### config.mk
export PLATFORM = sky130hd
export DESIGN_NAME = rwch_front
export DESIGN_NICKNAME = d
export VERILOG_FILES = /design/src/hw/rtl/random_walk_cell_histogram_defines.svh /design/src/hw/rtl/rwch_pkg.sv /design/src/hw/rtl/rwch_front.sv
export SDC_FILE = /design/constraint.sdc
export NUM_CORES = 1
export LEC_CHECK = 0
export BUFFER_PORTS_ARGS = -buffer_cell sky130_fd_sc_hd__buf_2
export CORE_MARGIN = 3
export CORE_UTILIZATION = 46
export CTS_CLUSTER_SIZE = 25
export DETAILED_ROUTE_END_ITERATION = 6
export HOLD_SLACK_MARGIN = 0.1
export PLACE_DENSITY = 0.84
export SYNTH_ARGS = -nofsm -noshare
export SYNTH_HDL_FRONTEND = slang
export SYNTH_SLANG_ARGS = --single-unit
### constraint.sdc
create_clock -name i_clk -period 2.68 [get_ports i_clk]
set_clock_uncertainty 0.15 [all_clocks]
set_input_delay 0.268 -clock i_clk [delete_from_list [all_inputs] [get_ports i_clk]]
set_output_delay 0.268 -clock i_clk [all_outputs]
set_load 0.05 [all_outputs]
### src/hw/rtl/random_walk_cell_histogram_defines.svh
// Assertion macros for the random walk cell histogram block.
// Taken in by the top level; expects i_clk and i_rst_n in scope.
`ifndef RANDOM_WALK_CELL_HISTOGRAM_DEFINES_SVH
`define RANDOM_WALK_CELL_HISTOGRAM_DEFINES_SVH

// Same-cycle implication, disabled while reset is held.
`define RWCH_ASSERT_IMP(label, ante, cons, msg) \
    label: assert property (@(posedge i_clk) disable iff (!i_rst_n) (ante) |-> (cons)) \
        else $error(msg);

// Next-cycle implication, disabled while reset is held.
`define RWCH_ASSERT_NXT(label, ante, cons, msg) \
    label: assert property (@(posedge i_clk) disable iff (!i_rst_n) (ante) |=> (cons)) \
        else $error(msg);

`endif

### src/hw/rtl/rwch_pkg.sv
// Shared types, constants and the coordinate step function of the random walk histogram.
// No dependencies; imported by every module of the block but the generic RAM.
package rwch_pkg;

    // Default sizes.
    localparam int PARTICLES_DEF = 32;
    localparam int GRID_MAX_DEF  = 32;

    // Fixed-point position: one grid unit is UNITS fraction steps.
    localparam int                 UNITS      = 2000;
    localparam logic signed [15:0] WHOLE_MIN  = -16'sd32768;
    localparam logic signed [15:0] WHOLE_MAX  = 16'sd32767;
    localparam logic [10:0]        FRAC_TOP   = 11'd1999;
    localparam logic [31:0]        COUNT_MAX  = 32'hFFFF_FFFF;

    // Configuration port.
    localparam int         CFG_ADDR_W = 2;
    localparam int         CFG_DATA_W = 11;
    localparam logic [1:0] CFG_GRID_CELLS   = 2'd0;
    localparam logic [1:0] CFG_RADIUS_UNITS = 2'd1;
    localparam logic [1:0] CFG_START_X      = 2'd2;
    localparam logic [1:0] CFG_START_Y      = 2'd3;

    // Stream widths.
    localparam int IN_DATA_W  = 32;
    localparam int OUT_DATA_W = 88;

    typedef struct packed {
        logic [5:0]  grid_cells;
        logic [10:0] radius_units;
        logic [4:0]  start_x;
        logic [4:0]  start_y;
    } t_cfg;

    // Item classes decided by the front end.
    typedef enum logic [1:0] {
        K_MOVE,
        K_READ,
        K_ZERO
    } t_kind;

    typedef struct packed {
        t_kind      kind;
        logic [4:0] particle;
        logic [6:0] step_x;
        logic [6:0] step_y;
        logic [4:0] cell_x;
        logic [4:0] cell_y;
    } t_cmd;

    typedef struct packed {
        logic signed [15:0] whole;
        logic [10:0]        frac;
    } t_coord;

    // One particle's stored record.
    typedef struct packed {
        logic   placed;
        t_coord x;
        t_coord y;
    } t_part;

    typedef struct packed {
        logic signed [15:0] pos_x_whole;
        logic [10:0]        pos_x_fraction;
        logic signed [15:0] pos_y_whole;
        logic [10:0]        pos_y_fraction;
        logic               captured;
        logic [31:0]        cell_count;
    } t_result;

    // Back-end sequencer states.
    typedef enum logic [3:0] {
        S_CLEAR,
        S_IDLE,
        S_PREAD,
        S_ADV,
        S_MULX,
        S_MULY,
        S_MULR,
        S_CMP,
        S_HREAD,
        S_HWAIT,
        S_EMIT
    } t_state;

    // Moves a coordinate by (2*draw - 99) fraction steps, carries into the
    // whole part and saturates at the ends of the whole range.
    function automatic t_coord f_advance(t_coord c, logic [6:0] draw);
        logic signed [12:0] sum;
        t_coord             n;
        sum = $signed({2'b00, c.frac}) + $signed({5'b00000, draw, 1'b0}) - 13'sd99;
        n   = c;
        if (sum < 13'sd0) begin
            if (c.whole == WHOLE_MIN) begin
                n.whole = WHOLE_MIN;
                n.frac  = '0;
            end else begin
                n.whole = c.whole - 16'sd1;
                n.frac  = 11'(sum + 13'sd2000);
            end
        end else if (sum >= 13'sd2000) begin
            if (c.whole == WHOLE_MAX) begin
                n.whole = WHOLE_MAX;
                n.frac  = FRAC_TOP;
            end else begin
                n.whole = c.whole + 16'sd1;
                n.frac  = 11'(sum - 13'sd2000);
            end
        end else begin
            n.frac = 11'(sum);
        end
        return n;
    endfunction

endpackage

### src/hw/rtl/rwch_front.sv
// Front end: accepts stream items, classifies them and queues them for the back end.
// Depends on rwch_pkg.
module rwch_front
    import rwch_pkg::*;
#(
    parameter int PARTICLES = PARTICLES_DEF,
    parameter int GRID_MAX  = GRID_MAX_DEF
) (
    input  logic                 i_clk,
    input  logic                 i_rst_n,
    input  logic                 i_valid,
    input  logic [IN_DATA_W-1:0] i_data,
    input  logic                 i_user,
    output logic                 o_ready,
    input  logic                 i_clearing,
    output logic                 o_q_valid,
    output t_cmd                 o_q_cmd,
    input  logic                 i_q_ready
);

    t_cmd       in_cmd;
    t_cmd       r_buf [2];
    logic       r_wr_ptr;
    logic       r_rd_ptr;
    logic [1:0] r_count;
    logic       push;
    logic       pop;

    // Unpack the transfer and decide what kind of work it needs.
    always_comb begin
        in_cmd.particle = i_data[4:0];
        in_cmd.step_x   = i_data[11:5];
        in_cmd.step_y   = i_data[18:12];
        in_cmd.cell_x   = i_data[23:19];
        in_cmd.cell_y   = i_data[28:24];
        if (i_user) begin
            if ((int'(in_cmd.cell_x) < GRID_MAX) && (int'(in_cmd.cell_y) < GRID_MAX)) begin
                in_cmd.kind = K_READ;
            end else begin
                in_cmd.kind = K_ZERO;
            end
        end else if (int'(in_cmd.particle) < PARTICLES) begin
            in_cmd.kind = K_MOVE;
        end else begin
            in_cmd.kind = K_ZERO;
        end
    end

    assign o_ready   = (r_count != 2'd2) && !i_clearing;
    assign push      = i_valid && o_ready;
    assign o_q_valid = (r_count != 2'd0);
    assign pop       = o_q_valid && i_q_ready;
    assign o_q_cmd   = r_buf[r_rd_ptr];

    // Two-entry queue pointers and fill count.
    always_ff @(posedge i_clk) begin
        if (!i_rst_n) begin
            r_wr_ptr <= 1'b0;
            r_rd_ptr <= 1'b0;
            r_count  <= 2'd0;
        end else begin
            if (push) begin
                r_wr_ptr <= !r_wr_ptr;
            end
            if (pop) begin
                r_rd_ptr <= !r_rd_ptr;
            end
            if (push && !pop) begin
                r_count <= r_count + 2'd1;
            end else if (pop && !push) begin
                r_count <= r_count - 2'd1;
            end
        end
    end

    // Queue storage.
    always_ff @(posedge i_clk) begin
        if (push) begin
            r_buf[r_wr_ptr] <= in_cmd;
        end
    end

endmodule

==> flow_metrics.tcl, run 1 <==
set metrics [dict create \
    num_rows 25 \
    hold_violations 0 \
    netlist_top_cells_count "edfxtp_1 (60), mux2_2 (30), dfxtp_1 (5)" \
    ir_drop_v 0.000587 \
    synth_nets 159 \
    syn-instance-count 120 \
    power_density_nw_per_um2 919 \
    syn-mean-instance-area_um2 20.1 \
    synth.largest_area_cell "edfxtp_1" \
    ant_nets 0 \
    diodes 0 \
    setup_ws_ps 662 \
    clk_latency_ps 320 \
    critPathMaxFanout 30 \
    fin_setup_tns_ps 0 \
    clock_sinks 65 \
    path_cells "buf_4, mux2_2, buf_2" \
    ys.flop_type "edfxtp_1" \
    finalCriticalPeriod_ps 2020 \
    critPathTopFamily "buffers and inverters" \
    io_buffers 66 \
    wl_per_cell_um 15.2 \
    fp.dieW_um 78.4 \
    leakage_nw 1.26 \
    yosysSeqAreaShare_pct 79.0 \
    synth_warnings 0 \
    overflow 0 \
    ios 71 \
    cp_slowest_stage_delay_ps 390 \
    grt_pass1_wl_mm 7.44 \
    worstSetupPathType "register to output port" \
    path_clk_slew_ps 60 \
    wl_met1_mm 1.72 \
    ys_seq_elements 65 \
    avgViaCountPerCell 4.71 \
    cts-root-buf "clkbuf_8" \
    die_h_um 78.4 \
    fin_total_pwr_mw 3.03 \
    dr.max_layer_used "met4" \
    syn_area_um2 2410 \
    finalMaxSlewViolations 0 \
    finalInstanceArea_um2 3300 \
    synth-compound-area-share_pct 0.727 \
    cts_resized 0 \
    cp.arrival_ps 1600 \
    crit_slowest_cell "mux2_2" \
    fin_crit_sh_pct 75.3 \
    outcome "completed" \
    place.gp.congestion 0.685 \
    place_ws_ps 805 \
    synth_cell_types 21 \
    via_count 1414 \
    hold_ws_ps 213 \
    fmax_mhz 495 \
    hold_class "input pin to register" \
    cp-start-kind "register" \
    h-tree-depth 3 \
    drive_gt1_share_pct 48.9 \
    first_pass_iters 4 \
    area_growth_pct 37.0 \
    synthArstFlopShare_pct 0 \
    cp-end-kind "output port" \
    synth.most_common_cell "edfxtp_1" \
    synth-edff-count 60 \
    numCtsBuffers 9 \
    yosysTopAreaCellShare_pct 74.8 \
    synth_top_family_by_area "multiplexers" \
    antenna_found_initial 0 \
    drt_iter0_markers 128 \
    track_usage_pct 16.6 \
    route.met2.wl_mm 2.43 \
    drc 0 \
    core-area_um2 4880 \
    setup_viol 0 \
    cp_num_buf_inv 2 \
    wl_met3_um 257 \
    grt_pass1_vias 1572 \
    synth_fa_ha_area_share_pct 0.519 \
    grt_max_degree 31 \
    cts_tree "done" \
    worstPathRequired_ps 2260 \
    synth_xor_area_share_pct 1.09 \
    cap_viol_max_count 0 \
    dp_hpwl_mm 2.64 \
    synth-simple-area-share_pct 3.17 \
    synthMuxAreaShare_pct 14.4 \
    dpl_cell_area_um2 2830 \
    cts_buffer_depth 2 \
    die_area_um2 6140 \
    start_util_pct 49.4 \
    wl_mm 4.55 \
    synthTopCellsByArea "edfxtp_1 (75%), mux2_2 (14%), dfxtp_1 (4.2%)" \
    fin_nets 267 \
    rsz0062_at_grt "false" \
]
per-stage QoR:
step | cells | util (%)
2_1_floorplan | 120 | -
3_3_place_gp | 252 | 57.9
3_5_place_dp | 252 | 57.9
4_1_cts | 300 | 67.6
5_1_grt | 300 | 67.6
6_report | 300 | 67.6
report_power, final:
part	switching, mW	internal, mW
clock	0.321	0.324
combinational	0.771	0.359
sequential	0.0391	1.22
routing by layer:
layer  vias up  global-route usage (%)
met1       674                    16.7
met5         -                       0
met2        55                    29.1
li1        673                       -
met4         0                    10.3
met3        12                    6.08
cells in the final DEF (no fill, tap or decap), drive strengths merged:
master	synthesis	layout
nand2b	1	1
buf	4	69
xor2	1	1
mux2i	1	1
nor2b	2	2
clkinv	0	5
or2	1	1
ha	1	1
dlygate4sd3	0	32
nor3b	1	1
nor2	1	1
dfxtp	5	5
xnor2	2	2
clkbuf	0	11
a21boi	1	1
nand2	1	1
and2	4	4
edfxtp	60	60
mux2	30	30
o21ai	2	2
or3	1	1
conb	1	1
worst reg2reg max path, stage by stage (launching register included):
cell and delay (ps):
dfxtp_1 420, nor2b_1 100, nor3b_2 280, nor2b_2 190, buf_4 360
final timing paths:
check | start | endpoint | cells after the start | slack, ps
max reg2reg | r_count[0] | r_buf[0][5] | 4 | 840
min reg2reg | r_wr_ptr | r_wr_ptr | 2 | 350
min | i_valid | r_wr_ptr | 3 | 210
max | register | o_q_cmd[5] | 3 | 660
flip-flops by register name, summed over array words and instances, names as in the netlist, named ones only:
signal / flops
r_buf: 60
r_count: 2
r_rd_ptr: 1
r_wr_ptr: 1
cell type report:
class	instances	area, µm²
fillers	342	1580
clock buffers	11	131
multi-input cells	51	487
well taps	67	83.8
clock inverters	5	22.5
repair buffers	101	673
flip-flops and latches	65	1900
repair_timing:
item | in CTS | in global routing
endpoints found under the hold margin | 65 | 0
buffers inserted | 0 | 0
endpoints found under the setup margin | 0 | 0
hold buffers | 32 | 0
logic make-up after synthesis:
family / after synthesis
flip-flops: 65
AND/OR/NAND/NOR: 12
multiplexers: 31
AO/OA/AOI/OAI: 3
other: 1
adder cells (fa/ha/maj): 1
buffers and inverters: 4
XOR/XNOR: 3
Note: power is estimated with default switching activity, not from simulation.
==> run 2: changes to the inputs <==
==> constraint.sdc (replaced) <==
create_clock -name i_clk -period 1.74 [get_ports i_clk]
set_clock_uncertainty 0.15 [all_clocks]
set_input_delay 0.174 -clock i_clk [delete_from_list [all_inputs] [get_ports i_clk]]
set_output_delay 0.174 -clock i_clk [all_outputs]
set_load 0.05 [all_outputs]
==> flow_metrics.tcl, run 2 (synthesized netlist as in run 1, its figures left out) <==
set metrics [dict create \
    hp-start "i_clearing" \
    first_pass_iters 4 \
    worstSetupPathType "register to output port" \
    die_h_um 78.4 \
    wl_per_cell_um 15.2 \
    clk_latency_ps 320 \
    diodes 0 \
    fin_setup_tns_ps 0 \
    combPwrFrac_pct 41.4 \
    ant_nets 0 \
    clockPowerShare_pct 21.5 \
    final_common_cell "edfxtp_1" \
    worstHoldPathCells 4 \
    r2r_start "r_count[1]" \
    worstPathRequired_ps 1420 \
    cp.arrival_ps 1400 \
    die_area_um2 6140 \
    holdPathEnd "r_wr_ptr" \
    finalInstanceArea_um2 3660 \
    rsz0062_at_grt "true" \
    clock_sinks 65 \
    area_growth_pct 51.8 \
    regMostFlops "r_buf" \
    grt_pass1_wl_mm 7.34 \
    antenna_found_initial 0 \
    finalMaxSlewViolations 0 \
    rr_endpoint "r_count[1]" \
    fp.dieW_um 78.4 \
    ff2ff_setup_slack_ps 60 \
    largest_register_ffs 60 \
    grt_max_degree 17 \
    track_usage_pct 16.4 \
    fmax_mhz 579 \
    critPathMaxFanout 10 \
    leakage_nw 1.39 \
    dp_hpwl_mm 2.66 \
    h-tree-depth 3 \
    post_cts.repair.setup_buffers 0 \
    path_clk_slew_ps 60 \
    cp-end-kind "output port" \
    dpl_cell_area_um2 2920 \
    p_int_mw 3.48 \
    cts-root-buf "clkbuf_8" \
    numCtsBuffers 9 \
    num_rows 25 \
    drt_iter0_markers 52 \
    place.gp.congestion 0.685 \
    worstRegToRegCells 5 \
    cap_viol_max_count 0 \
    switching_share_pct 34.8 \
    final_cell_mix "edfxtp_1 (60), buf_2 (36), dlygate4sd3_1 (31)" \
    hold_class "input pin to register" \
    io_buffers 66 \
    via_count 1437 \
    fin_nets 272 \
    start_util_pct 49.4 \
    cp-start-kind "register" \
    regArea_um2 1910 \
    core-area_um2 4880 \
    drive_gt1_share_pct 52.1 \
    nFillCells 295 \
    multi_input_area_um2 518 \
    cts_buffer_depth 2 \
    biggestRegsByFlops "r_buf (60), r_count (2)" \
    overflow 0 \
    drc 0 \
    fin_crit_sh_pct 99.2 \
    wl_mm 4.62 \
    p_seq_share_pct 37.1 \
    avgViaCountPerCell 4.71 \
    p_sw_mw 1.86 \
    outcome "completed" \
    power_density_nw_per_um2 1460 \
    setup_viol 0 \
    hold_violations 0 \
    ios 71 \
    ir_drop_v 0.00103 \
    grt_pass1_vias 1555 \
    finalCriticalPeriod_ps 1730 \
    final_util_pct 74.9 \
    cts_tree "done" \
]
run 2: worst max-delay path, stage by stage, from the launching register on:
cell and delay (ps):
dfxtp_4 410, buf_12 150, mux2_2 360, buf_6 160
run 2: cell type report:
| type | instances | share of cell area, % |
|---|---|---|
| flip-flops and latches | 65 | 52.3 |
| repair buffers | 106 | 26.4 |
| multi-input cells | 51 | 14.2 |
| clock buffers | 11 | 3.59 |
| well taps | 67 | 2.29 |
| clock inverters | 5 | 1.27 |
run 2: per-layer routing:
metal / vias to the layer above / wire [µm] / global-route usage [%]
met5: - / 0 / 0
met4: 0 / 87 / 7.87
met3: 7 / 298 / 4.47
met2: 58 / 2340 / 29.4
met1: 687 / 1890 / 17.8
li1: 685 / - / -
run 2: per-stage QoR:
stage | cells | hold slack (ps) | setup WS [ps] | total power, mW
2_1_floorplan | 120 | 123 | -39.0 | 3.35
3_3_place_gp | 257 | 213 | 104 | 3.74
3_5_place_dp | 257 | 215 | 57.3 | 3.76
4_1_cts | 305 | 134 | -9.73 | 5.35
5_1_grt | 305 | 132 | -34.6 | 5.56
6_report | 305 | 143 | 13.8 | 5.34
run 2: how the worst max path moves through the flow:
stage,startpoint,endpoint,cells past startpoint
finish,register,o_q_cmd[17],3
global route,register,o_q_cmd[16],3
detailed placement,r_count[1],r_count[1],5
floorplan,r_count[1],r_buf[0][0],3
CTS,register,o_q_cmd[0],3
global placement,r_count[1],r_count[1],5
run 2: what timing repair did:
item                                    CTS  global route
gates resized for setup                  65             5
endpoints found under the setup margin   30            30
hold buffers                             31             0
pin swaps                                 0             1
cloned                                    1             0
hold endpoints to repair                 65             0
run 2: power by group through the flow:
stage,clock network [mW],logic [mW],registers [mW]
after detailed placement,0,1.77,1.99
final,1.15,2.21,1.99
after CTS,1.18,2.19,1.98
after global placement,0,1.76,1.98
after global routing,1.25,2.31,2.00
after floorplan,0,1.38,1.97
